==> config.mk <==
export PLATFORM = sky130hd
export DESIGN_NAME = lhsf_div
export DESIGN_NICKNAME = d
export VERILOG_FILES = /design/src/rtl/core/lhsf_div.sv
export SDC_FILE = /design/constraint.sdc
export NUM_CORES = 1
export LEC_CHECK = 0
export CAP_MARGIN = 25
export CORE_UTILIZATION = 55
export DETAILED_ROUTE_END_ITERATION = 8
export DONT_BUFFER_PORTS = 1
export PLACE_DENSITY = 0.67
export SLEW_MARGIN = 20
export SYNTH_ARGS = -nofsm -noshare
export SYNTH_HDL_FRONTEND = slang
export SYNTH_SLANG_ARGS = --single-unit
==> constraint.sdc <==
create_clock -name i_clk -period 2.78 [get_ports i_clk]
set_input_delay 0 -clock i_clk [delete_from_list [all_inputs] [get_ports i_clk]]
set_output_delay 0 -clock i_clk [all_outputs]
set_load 0.05 [all_outputs]
==> src/rtl/core/lhsf_div.sv <==
module lhsf_div #(
    parameter int DV_W = 23,
    parameter int DS_W = 7
) (
    input  logic            i_clk,
    input  logic            i_rst_n,
    input  logic            i_start,
    input  logic [DV_W-1:0] i_dividend,
    input  logic [DS_W-1:0] i_divisor,
    output logic            o_done,
    output logic [DV_W-1:0] o_quot,
    output logic [DS_W-1:0] o_rem
);

    localparam int CNT_W = $clog2(DV_W + 1);

    logic             r_busy;
    logic             r_done;
    logic [CNT_W-1:0] r_cnt;
    logic [DV_W-1:0]  r_quo;
    logic [DS_W-1:0]  r_rem;
    logic [DS_W-1:0]  r_dvs;

    logic [DS_W:0]    rem_sh;
    logic             ge;
    logic [DS_W-1:0]  n_rem;

    always_comb begin
        rem_sh = {r_rem, r_quo[DV_W-1]};
        ge     = rem_sh >= {1'b0, r_dvs};
        n_rem  = ge ? DS_W'(rem_sh - {1'b0, r_dvs}) : DS_W'(rem_sh);
    end

    always_ff @(posedge i_clk) begin
        if (!i_rst_n) begin
            r_busy <= 1'b0;
            r_done <= 1'b0;
            r_cnt  <= '0;
        end else if (i_start) begin
            r_busy <= 1'b1;
            r_done <= 1'b0;
            r_cnt  <= CNT_W'(DV_W);
        end else if (r_busy) begin
            r_cnt  <= r_cnt - CNT_W'(1);
            r_busy <= (r_cnt != CNT_W'(1));
            r_done <= (r_cnt == CNT_W'(1));
        end else begin
            r_done <= 1'b0;
        end
    end

    always_ff @(posedge i_clk) begin
        if (i_start) begin
            r_quo <= i_dividend;
            r_rem <= '0;
            r_dvs <= i_divisor;
        end else if (r_busy) begin
            r_quo <= {r_quo[DV_W-2:0], ge};
            r_rem <= n_rem;
        end
    end

    assign o_done = r_done;
    assign o_quot = r_quo;
    assign o_rem  = r_rem;

endmodule

; ---- Word-level counts from Yosys, hierarchy flattened
; Index checks and enable logic that the tools add are counted.
[word_totals]
in_bits = 33
word_cells = 24
reg_bits = 44
[classes]
n_bitwise = 2
n_reduce_logical = 3
n_eq_ne = 2
mux = 7
magnitude_cmp = 1
n_addsub = 2
[ops]
columns = op, n
row1 = 23-bit 2-to-1 mux, 2
row2 = 5-bit 2-to-1 mux, 2
row3 = 8-bit by 7-bit greater-or-equal comparator with 1-bit output, 1
row4 = 7-bit 2-to-1 mux, 1
row5 = 7-bit subtractor, 1
row6 = "5-bit by 1-bit equality test with 1-bit output, second input constant", 1
row7 = "5-bit by 1-bit inequality test with 1-bit output, second input constant", 1
row8 = "5-bit by 1-bit subtractor with 5-bit output, second input constant", 1
row9 = 3-bit OR reduction, 1
row10 = 1-bit 2-to-1 mux, 2
row11 = 1-bit inverter, 2
row12 = 2-bit nonzero test, 1
row13 = 2-bit OR reduction, 1

; ---- Logic depth before layout (Yosys ltp)
[logic_depth]
word_depth = 3
mapped_depth = 9

; ---- Worst setup path before layout
; OpenSTA, ideal clock, no wires.
[synth_path]
path_type = register to register
startpoint = register r_quo[22], in the netlist o_quot[22]
endpoint = register r_quo[0], in the netlist o_quot[0] (data pin)
arrival_time_ps = 2384
stages_incl_launch_ff = 10
path_slack_ps = 266
setup_time_ps = 130
path_cell_list = edfxtp_1 -> inv_1 -> ha_1 -> fa_1 -> and2b_1 -> o22ai_2 -> a221oi_4 -> or2_1 -> buf_6 -> mux2_2
[synth_between]
elab_chain_cells = 3
[synth_lines]
columns = element, line_no
row1 = "start, declared", 20  ; logic [DV_W-1:0] r_quo;
row2 = "start signal, assigned", 54  ; r_quo <= i_dividend;
row3 = "start signal, assigned", 58  ; r_quo <= {r_quo[DV_W-2:0], ge};
row4 = 8-bit by 7-bit greater-or-equal comparator with 1-bit output, 30  ; ge = rem_sh >= {1'b0, r_dvs};
row5 = 23-bit 2-to-1 mux, 57  ; end else if (r_busy) begin
row6 = 23-bit 2-to-1 mux, 53  ; if (i_start) begin
; Every way passes these cells. The select of a mux whose other input is x is not followed.
; A chain may end at the register's enable or synchronous reset.

; ---- Worst setup path after layout
; Ends and elaborated chain as after synthesis.

==> flow_metrics.tcl <==
set metrics [dict create \
    status "finished clean" \
    yosysWarningCount 0 \
    cap_viol_max_count 0 \
    yosysSeqAreaShare_pct 53.5 \
    grt_use_total_pct 22.5 \
    num_vias 1511 \
    cts_resized 0 \
    clock_path_buffers 2 \
    antenna_found_initial 0 \
    synth_ff_type "edfxtp_1" \
    p_leak_nw 1.08 \
    placementRows 22 \
    dieArea_mm2 0.00427 \
    final_area_mm2 0.00271 \
    synth_common_cells "30 x edfxtp_1, 24 x mux2_2, 15 x inv_1" \
    cp.required_ns 2.95 \
    h-tree-depth 2 \
    rsz0062_at_grt "false" \
    syn_inst 183 \
    yosys.cell_count.top_type "edfxtp_1" \
    cts-root-buf "clkbuf_8" \
    dieWidth_um 65.4 \
    layout-drive-gt1-share_pct 20.1 \
    placed_cell_area_mm2 0.00229 \
    p_int_w 0.00107 \
    fin_hold_ws_ns 0.00197 \
    ys_types 44 \
    grt_start_max_net_pins 39 \
    ys_ff_latch 44 \
    cts_inserted_buffers 5 \
    io-pin-count 64 \
    drc 0 \
    p_comb_share_pct 16.0 \
    area_delta_synth_final_pct 22.7 \
    dp.final_hpwl_mm 2.96 \
    first_global_vias 1559 \
    initial_core_util_pct 59.0 \
    hp-class "input port to register" \
    grt_overflow 0 \
    synth_nets 226 \
    period_share_pct 86.4 \
    worstPathArrival_ns 2.57 \
    via_per_inst 5.56 \
    pwr-share-seq_pct 60.2 \
    wl_mm 4.35 \
    yosysTopAreaCell "edfxtp_1" \
    worst_pin_slew_ns 0.615 \
    clock_latency_ns 0.29 \
    cp-end-kind "register" \
    cts_tree "built" \
    drt_first_pass_iters 6 \
    io_buffers 0 \
    p_sw_share_pct 30.8 \
    first_iter_violations 95 \
    p_per_area_mw_per_mm2 568 \
    wl_per_cell_um 16.0 \
    diodes 0 \
    clockPowerShare_pct 23.8 \
    clk_pin_slew_ns 0.08 \
    fin_skew_ns 0.00854 \
    path_max_fanout 9 \
    num-nets-final 266 \
    drv_slew 0 \
    netlist.area_leader.share_pct 40.8 \
    vdd_drop_max_mv 0.510 \
    grt_pass1_wl_mm 7.04 \
    max_freq_ghz 0.417 \
    fin_tns_setup_ns 0 \
    final_hold_viol_count 0 \
    path_class "register to register" \
    die_y_um 65.4 \
    ant_nets 0 \
    avgSynthCellArea_um2 12.1 \
    start_kind "register" \
    cts.sinks 44 \
    synth-async-reset-ratio_pct 0 \
    place.gp.congestion 0.839 \
    core_mm2 0.00374 \
    max-slew-margin-rel_pct 58.9 \
    synth_area_leaders "edfxtp_1 41%, dfxtp_1 13%, mux2_2 12%" \
    period_needed_ns 2.40 \
    synth_edf_count 30 \
    p_sw_w 0.000473 \
    netlist_area_mm2 0.00221 \
    setup_viol 0 \
    post-route-util_pct 72.4 \
]
## layer usage
metal | part of all wire (%) | global-route usage, % | vias up
li1 | - | - | 744
met1 | 40 | 25.0 | 704
met2 | 52 | 39.4 | 53
met3 | 5.6 | 5.73 | 10
met4 | 2.0 | 11.4 | 0
met5 | 0 | 0 | -
## stage by stage
step / total power, W / setup slack [ns] / std cells
floorplan: 0.00110 / 0.266 / 183
CTS: 0.00155 / 0.404 / 272
detailed placement: 0.00114 / 0.423 / 231
finish: 0.00154 / 0.379 / 272
global placement: 0.00113 / 0.484 / 231
global route: 0.00161 / 0.256 / 272
## sequential cells by signal (all words and copies together), names as in the netlist
| name | cells |
|---|---|
| o_done | 1 |
| o_quot | 23 |
| o_rem | 7 |
| r_busy | 1 |
| r_cnt | 5 |
| r_dvs | 7 |
## logic make-up after synthesis
group / after synthesis / share of synthesized area [%]
and+or+nand+nor: 50 / 11.7
DFF: 44 / 53.5
AOI/OAI and AO/OA: 26 / 9.80
muxes: 25 / 12.7
buffers and inverters: 23 / 4.31
adders and majority gates: 10 / 6.01
xor gates and xnor gates: 5 / 1.98
## critical path, stage by stage (launching register included)
cell and delay [ns]:
edfxtp_1 0.35, inv_1 0.05, ha_1 0.21, fa_1 0.38, and2b_1 0.26, o22ai_2 0.11, a221oi_4 0.40, or2_1 0.32
mux2_2 0.20
## what timing repair did
action	in CTS	in global routing
buffers inserted	0	0
endpoints found under the hold margin	45	0
hold buffers	33	0
## layout by cell type (no fill, tap or decap), types with 4 or more instances in the layout
master	count
dlygate4sd3_1	32
edfxtp_1	30
mux2_2	24
inv_1	15
nor2_1	14
dfxtp_1	14
nand2_1	12
ha_1	9
buf_4	8
o211ai_1	5
nor3_1	5
clkbuf_8	5
a21oi_1	4
## cell type report
class	count	area, um^2
clock buffers	7	76.3
clock inverters	1	3.75
fillers	278	1030
inverters	15	56.3
multi-input cells	116	932
flip-flops and latches	44	1180
well taps	48	60.1
repair buffers	41	400
## path summary, 6_finish.rpt
kind	startpoint	end	slack, ns	depth (start not counted)
worst max-delay path	o_quot[22]	o_quot[0]	0.38	8
worst min-delay path	i_start	o_rem[6]	0.002	3
worst max register to register	o_quot[22]	o_quot[0]	0.38	8
worst min register to register	r_cnt[4]	o_done	0.56	2
## power by group through the flow
stage                     Sequential [W]  Combinational [W]  Clock (W)
after floorplan                 0.000946           0.000151          0
after global routing            0.000932           0.000272   0.000404
after CTS                       0.000926           0.000247   0.000377
after detailed placement        0.000939           0.000199          0
after global placement          0.000938           0.000193          0
final                           0.000926           0.000247   0.000367
No activity file was read; power rests on OpenSTA's default activity.
