`src/rtl/core/lhsf_mul.sv`:
```
module lhsf_mul #(
    parameter int A_W = 32,
    parameter int B_W = 16
) (
    input  logic               i_clk,
    input  logic [A_W-1:0]     i_a,
    input  logic [B_W-1:0]     i_b,
    output logic [A_W+B_W-1:0] o_p
);

    logic [A_W+B_W-1:0] r_p;

    always_ff @(posedge i_clk) begin
        r_p <= (A_W + B_W)'(i_a) * (A_W + B_W)'(i_b);
    end

    assign o_p = r_p;

endmodule

```
`config.mk`:
```
export PLATFORM = sky130hd
export DESIGN_NAME = lhsf_mul
export DESIGN_NICKNAME = d
export VERILOG_FILES = /design/src/rtl/core/lhsf_mul.sv
export SDC_FILE = /design/constraint.sdc
export NUM_CORES = 1
export LEC_CHECK = 0
export BUFFER_PORTS_ARGS = -buffer_cell sky130_fd_sc_hd__buf_2
export CAP_MARGIN = 10
export CORE_MARGIN = 10
export CORE_UTILIZATION = 35
export DETAILED_ROUTE_END_ITERATION = 8
export PLACE_DENSITY = 0.58
export SYNTH_ARGS = -nofsm -noshare
export SYNTH_HDL_FRONTEND = slang
export SYNTH_SLANG_ARGS = --single-unit
```
`constraint.sdc`:
```
create_clock -name i_clk -period 7.6 [get_ports i_clk]
set_clock_uncertainty 0.1 [all_clocks]
set_input_delay 1.52 -clock i_clk [delete_from_list [all_inputs] [get_ports i_clk]]
set_output_delay 1.52 -clock i_clk [all_outputs]
set_load 0.005 [all_outputs]
```
==> Word-level counts from Yosys, hierarchy flattened <==
Cells that the tools add are included.
{ "op_classes": {"addsub": 0, "mul": 1, "n_div": 0, "order_cmp": 0, "eq_ne": 0, "n_shift": 0, "mux": 0, "bitwise": 0, "n_reduce_logical": 0} }
{ "op_table": {"columns": ["operator", "n"], "rows": [
  ["$mul 32x16->48", 1]
]} }
{ "totals": {"reg_bits": 48, "latch_bits": 0, "mem_bits_rw": 0, "mem_bits_ro": 0, "in_bits": 49, "out_inout_bits": 48, "elab_cells": 2, "memories": 0} }

==> Logic depth before layout (Yosys ltp) <==
Gate-level depths: netlist of run 1.
{ "logic_depth": {"depth_word": 1, "mapped_depth": 24, "mapped_depth_nobuf": 22} }

==> Worst setup path before layout of run 1 <==
Ideal clock, no wire load.
{ "synth_path": {"path_type": "input -> register", "from": "input i_b[7]", "to": "register r_p[47], in the netlist o_p[47]", "arrival_time_ns": 6.887, "setup_slack_ns": 0.493, "stages": 24, "n_path_buf": 2, "cell_sequence": "clkbuf_1 nand2_1 fa_1 inv_1 fa_1 inv_1 fa_1 inv_1 fa_1 fa_1 inv_1 fa_1 inv_1 ha_1 buf_2 and3_1 nand2_1 o311ai_2 and4b_4 o22ai_4 o21ai_2 a21o_1 a21oi_2 xnor2_1"} }
{ "synth_between": {"elab_chain_cells": 1} }
{ "synth_lines": {"columns": ["item", "line", "source"], "rows": [
  ["from (decl)", "7", "input logic [B_W-1:0] i_b,"],
  ["$mul 32x16->48", "14", "r_p <= (A_W + B_W)'(i_a) * (A_W + B_W)'(i_b);"],
  ["to (signal assigned)", "14", null],
  ["to (decl)", "11", "logic [A_W+B_W-1:0] r_p;"]
]} }
No other way between the ends.

==> Final worst setup path of run 1 <==
{ "layout_path": {"from": "input i_b[2]", "to": "register r_p[42], in the netlist o_p[42]"} }
Same word-level chain as after synthesis.

==> results of run 1 <==
==> worst max-delay path, delay by kind of cell <==
family                     cells  cell delay [ns]
adders and majority gates      7             3.27
AOI/OAI and AO/OA              6             1.34
buffers and inverters          3             0.62
and+or+nand+nor                3             0.48
xor gates and xnor gates       1             0.17
==> worst max-delay path by stage <==
stage | endpoint | slack (ns) | cells after the start | from
2_1_floorplan | o_p[47]$_DFF_P_ | 0.49 | 24 | i_b[7]
3_3_place_gp | o_p[42]$_DFF_P_ | 0.02 | 20 | i_b[2]
3_5_place_dp | o_p[42]$_DFF_P_ | -0.008 | 20 | i_b[2]
4_1_cts | o_p[42]$_DFF_P_ | 0.28 | 20 | i_b[2]
5_1_grt | o_p[42]$_DFF_P_ | 0.004 | 20 | i_b[2]
6_report | o_p[42]$_DFF_P_ | 0.31 | 20 | i_b[2]
==> layout by cell type (no fill, tap or decap), drive strengths merged, types with 2 or more instances in the layout <==
| cell type | n |
|---|---|
| xor2 | 14 |
| o31ai | 2 |
| buf | 156 |
| a21o | 18 |
| inv | 449 |
| o21bai | 11 |
| a31oi | 11 |
| nor3 | 5 |
| ha | 120 |
| nand4 | 10 |
| and4 | 2 |
| and2 | 216 |
| a21oi | 53 |
| nand3 | 8 |
| nand2b | 4 |
| clkbuf | 7 |
| a2bb2oi | 2 |
| nand2 | 333 |
| fa | 418 |
| a221oi | 2 |
| dfxtp | 48 |
| nor2 | 24 |
| o21ai | 29 |
| nor2b | 6 |
| a21boi | 4 |
| o21a | 4 |
| and3 | 6 |
| o211ai | 2 |
| nor4 | 3 |
| o41ai | 2 |
| a31o | 3 |
| xnor2 | 31 |
==> final cells by class <==
| class | count | area (µm²) | share of cell area |
|---|---|---|---|
| repair buffers | 157 | 965.9 | 0.05111 |
| flip-flops and latches | 48 | 960.9 | 0.05085 |
| well taps | 664 | 830.8 | 0.04396 |
| clock inverters | 2 | 38.79 | 0.002052 |
| clock buffers | 6 | 138.9 | 0.007349 |
| inverters | 449 | 1685 | 0.08918 |
| diodes | 1 | 2.502 | 0.0001324 |
| multi-input cells | 1355 | 14270 | 0.7554 |
==> kinds of logic (layout without fill, tap and decap cells) <==
group                    after synthesis  after routing  synth area share
AND/OR/NAND/NOR                      620            620            0.1732
AO/OA/AOI/OAI                        152            152           0.05873
XOR/XNOR                              45             45           0.02281
adder cells (fa/ha/maj)              538            538            0.5712
other                                  0              1                 0
flip-flops                            48             48           0.05561
buffers and inverters                544            614            0.1185
==> per-stage QoR <==
| stage | hold WS, ns | instance area [µm²] |
|---|---|---|
| 6_report | 1.551 | 18900 |
| 4_1_cts | 1.538 | 18890 |
| 5_1_grt | 1.565 | 18900 |
| 2_1_floorplan | 1.542 | 17280 |
| 3_5_place_dp | 1.800 | 18710 |
| 3_3_place_gp | 1.804 | 18710 |
==> metal layers <==
layer  vias to the layer above  GRT usage  part of all wire
met5                         -          0           0.00026
met4                         2    0.05012             0.033
met3                        85    0.01764             0.041
met2                       344     0.2894              0.53
met1                      6740     0.1872              0.39
li1                       5833          -                 -
==> timing repair <==
item                       CTS  global route
gates resized for setup      0             2
setup endpoints to repair    0             5
hold buffers                 0             0
==> impl_metrics.tcl, run 1 <==
set metrics [dict create \
    run_status "finished clean" \
    synth_common_cells "inv_1, fa_1, nand2_1" \
    initial_utilization 0.3537 \
    crit_top_cell "fa_1" \
    die_area_um2 58660 \
    critPathKind "in -> reg" \
    rows 81 \
    numCtsBuffers 5 \
    clock_sinks 48 \
    postCtsSetupRepairBufs 0 \
    port_buffers 96 \
    setup_slack_ns 0.3063 \
    ys_types 51 \
    netlist_instances 1947 \
    ys_top_cells_by_area "fa_1, inv_1, ha_1" \
    rsz0062_at_grt "no" \
    wl_um 45320 \
    dieHeight_um 242.2 \
    cts_buffer_depth 2 \
    crit_arrival_ns 7.43 \
    wl_per_cell_um 16.90 \
    grt_pass1_wl_um 75100 \
    hpwlAfterDp_um 39020 \
    fin_util 0.3869 \
    drt_iter0_drc 717 \
    synth_top_cell_area_share 0.4843 \
    cts_tree "yes" \
    cts_root_buffer "clkbuf_16" \
    fin_nets 2603 \
    fin_cells 2682 \
    num_vias 13004 \
    first_global_vias 14414 \
    max_cap_viol_count 0 \
    hold_viol_final 0 \
    area.growth.synth_to_final_pct 9.370 \
    tns_ns 0 \
    cp_cell_sequence "buf_2, buf_4, nand2_1, fa_1, fa_1, fa_1, fa_1, inv_1, fa_1, fa_1, ha_1, nand2_1, nor3_1, o21ai_0, a21oi_2, o31ai_2, o41ai_2, a21boi_1, o21ai_0, xor2_1" \
    dr.pass1.iters 5 \
    synth_area_um2 17280 \
    hold_depth 2 \
    worstSetupEndpointType "flop" \
    pre_cts_slack_ns -0.007632 \
    placedCellCount 2673 \
    avgSynthCellArea_um2 8.875 \
    clk_pin_slew_ns 0.07 \
    synth-seq-cells 48 \
    slowest_stage "fa_1" \
    hp-start "i_a[0]" \
    drc_errors 0 \
    worstSetupStartpointType "input port" \
    worst_pin_slew_ns 0.6996 \
    antenna_found_initial 2 \
    grt_start_max_net_pins 33 \
    yosysTopAreaCell "fa_1" \
    largest_register_ffs 48 \
    slowest_delay_ns 0.54 \
    ant_nets 0 \
    fin_crit_ns 7.294 \
    gr-total-overflow 0 \
    hold_class "in -> reg" \
    critPathMaxFanout 14 \
    fin_crit_sh 0.9597 \
    maxSlewViolCount 0 \
    synth_edf_count 0 \
    grt_usage 0.1572 \
    synth-async-reset-ratio 0 \
    max_freq_ghz 0.1371 \
    vias_per_cell 4.849 \
    die_x_um 242.2 \
    holdPathEnd "o_p[0]$_DFF_P_" \
    synthFlopType "dfxtp_1" \
    yosysMostFrequentCell "inv_1" \
    cp_data_required_time_ns 7.73 \
    fillers 5068 \
    core_area_um2 48850 \
    drive_gt1_frac 0.08974 \
    place_congestion 0.9100 \
    slew-limit-headroom 0.5336 \
    ioPinCount 97 \
    h-tree-depth 2 \
    syn-num-nets 2534 \
    seq_area_frac_synth 0.05561 \
    ys_warn_count 0 \
    finalSetupViolations 0 \
]
Power of run 1 is left out: the tool's default activity adds up to more than one toggle a clock period on the data nets, which glitch-free logic cannot reach.
==> run 2: changes to the inputs <==
- ABC_AREA: not set -> 1
- PLACE_DENSITY: 0.58 -> 0.57
==> run 2 against run 1 <==
Maximum frequency grew 3.0%. Global-route usage grew 1.1 points. Highest routed layer unchanged. Cell count grew 22%. First-iteration DRC count grew 30%.
==> impl_metrics.tcl, run 2 <==
set metrics [dict create \
    numCtsBuffers 5 \
    first_global_vias 16150 \
    multiInputGateArea_um2 14300 \
    yosysTopAreaCell "fa_1" \
    final_cell_mix "nand2_1, inv_1, fa_1, ha_1, buf_2" \
    drive_gt1_frac 0.06332 \
    avgSynthCellArea_um2 7.266 \
    die_area_um2 63240 \
    max_freq_ghz 0.1412 \
    h-tree-depth 2 \
    drc_errors 0 \
    maxSlewViolCount 0 \
    synth_area_um2 18750 \
    cts_buffer_depth 2 \
    grt_pass1_wl_um 86320 \
    cts_root_buffer "clkbuf_16" \
    area.growth.synth_to_final_pct 6.658 \
    worst_pin_slew_ns 0.8170 \
    fin_cells 3279 \
    hp-start "i_a[0]" \
    tns_ns 0 \
    grt_start_max_net_pins 33 \
    critPathKind "in -> reg" \
    cp_data_required_time_ns 7.69 \
    cts_hold_buf 0 \
    syn-num-nets 3168 \
    antenna_found_initial 2 \
    hpwlAfterDp_um 43320 \
    largest_register_ffs 48 \
    gr-total-overflow 0 \
    fin_crit_sh 0.9319 \
    core_area_um2 52760 \
    postCtsSetupRepairBufs 0 \
    synth-async-reset-ratio 0 \
    num_vias 14973 \
    crit_top_cell "fa_1" \
    wl_per_cell_um 15.59 \
    drt_iter0_drc 931 \
    clk_pin_slew_ns 0.07 \
    synth-seq-cells 48 \
    die_x_um 251.5 \
    placedCellCount 3270 \
    synth_common_cells "nand2_1, inv_1, fa_1" \
    ys_top_cells_by_area "fa_1, nand2_1, inv_1" \
    rows 84 \
    layout_commonest_cell "nand2_1" \
    met2_usage 0.2854 \
    worstSetupStartpointType "input port" \
    wl_um 51110 \
    rsz0062_at_grt "no" \
    muxShareOfSynthArea 0 \
    cp_cell_sequence "buf_2, nand2_1, fa_1, inv_1, fa_1, fa_1, fa_1, fa_1, inv_1, fa_1, inv_1, ha_1, nand2_1, nor2_1, nand2_1, nor2_1, nand2_1, nand3_2, xor2_1" \
    dr.pass1.iters 7 \
    port_buffers 96 \
    synth_top_cell_area_share 0.4462 \
    fin_nets 3176 \
    top_usage_layer "met2" \
    synth_top_family_by_area "adder cells" \
    max_cap_viol_count 0 \
    dieHeight_um 251.5 \
    cts_tree "yes" \
    ioPinCount 97 \
    ys_warn_count 0 \
    place_congestion 0.9412 \
    hold_viol_final 0 \
    yosysMostFrequentCell "nand2_1" \
    seq_area_um2 960.9 \
    yosys.area_share.simple 0.2114 \
    worstSetupEndpointType "flop" \
    synth_compound_area_frac 0.01148 \
    synthAdderAreaFrac 0.5263 \
    slowest_delay_ns 0.60 \
    synth_edf_count 0 \
    crit_arrival_ns 7.17 \
    seq_area_frac_synth 0.05124 \
    netlist_instances 2581 \
    initial_utilization 0.3555 \
    fillers 5620 \
    use_met3 0.01480 \
    use_met1 0.2361 \
    grt_usage 0.1678 \
    slew-limit-headroom 0.4553 \
    ant_nets 0 \
    cts.repair.resized 0 \
    finalSetupViolations 0 \
    vias_per_cell 4.566 \
    synthFlopType "dfxtp_1" \
    cp-startpoint "i_b[10]" \
    slowest_stage "buf_2" \
    critPathMaxFanout 32 \
    hold_class "in -> reg" \
    ys_types 25 \
    fin_crit_ns 7.083 \
    run_status "finished clean" \
    clock_sinks 48 \
    yosys.area_share.xor_xnor 0.01308 \
]
run 2: cell count changes after synthesis, moves of 10 or more:
| cell | before | now |
|---|---|---|
| xnor2_1 | 31 | 6 |
| nand2_1 | 333 | 858 |
| nand3_1 | 8 | 32 |
| nand3_2 | 0 | 10 |
| nand2_2 | 0 | 11 |
| nor2_2 | 0 | 11 |
| a21oi_1 | 51 | 28 |
| o21ai_0 | 27 | 1 |
| and2_1 | 215 | 1 |
| clkbuf_1 | 91 | 112 |
| a21o_1 | 18 | 1 |
| nor2_1 | 24 | 57 |
| inv_1 | 449 | 815 |
run 2: worst paths after layout:
path | to | slack, ns | depth (start not counted)
setup / recovery | o_p[24]$_DFF_P_ | 0.52 | 19
hold / removal | o_p[0]$_DFF_P_ | 1.55 | 3
run 2: metrics by stage:
step / worst slack [ns] / utilization / hold WS (ns) / cell area [µm²]
after floorplan: 0.9820 / - / 1.513 / 18750
after global placement: 0.2950 / 0.3758 / 1.802 / 19830
after global routing: 0.2560 / 0.3791 / 1.572 / 20000
final: 0.5174 / 0.3791 / 1.551 / 20000
after CTS: 0.5778 / 0.3791 / 1.549 / 20000
after detailed placement: 0.2794 / 0.3758 / 1.800 / 19830
run 2: worst max-delay path: cells and delay by family:
kind	cells	cell delay (ns)
XOR/XNOR	1	0.31
adder cells (fa/ha/maj)	7	3.48
buffers and inverters	4	0.75
AND/OR/NAND/NOR	7	1.07
run 2: cell families (layout without fill, tap and decap cells):
family | after synthesis | in the layout
simple gates | 996 | 996
xor+xnor | 28 | 28
other cells | 0 | 1
compound gates | 39 | 39
fa+ha+maj | 538 | 538
buf+inv | 932 | 941
flops | 48 | 48
run 2: cell type report:
type	count	area share
clock buffers	5	0.006255
well taps	688	0.04304
multi-input cells	1601	0.7146
flip-flops and latches	48	0.04804
repair buffers	113	0.03165
inverters	820	0.1539
diodes	1	0.0001251
clock inverters	3	0.002377
run 2: metal layers:
metal	part of all wire	up-vias
met5	0.00025	-
met4	0.0068	2
met3	0.057	26
met2	0.48	449
met1	0.46	7431
li1	-	7065
Power of run 2 is left out for the same reason.
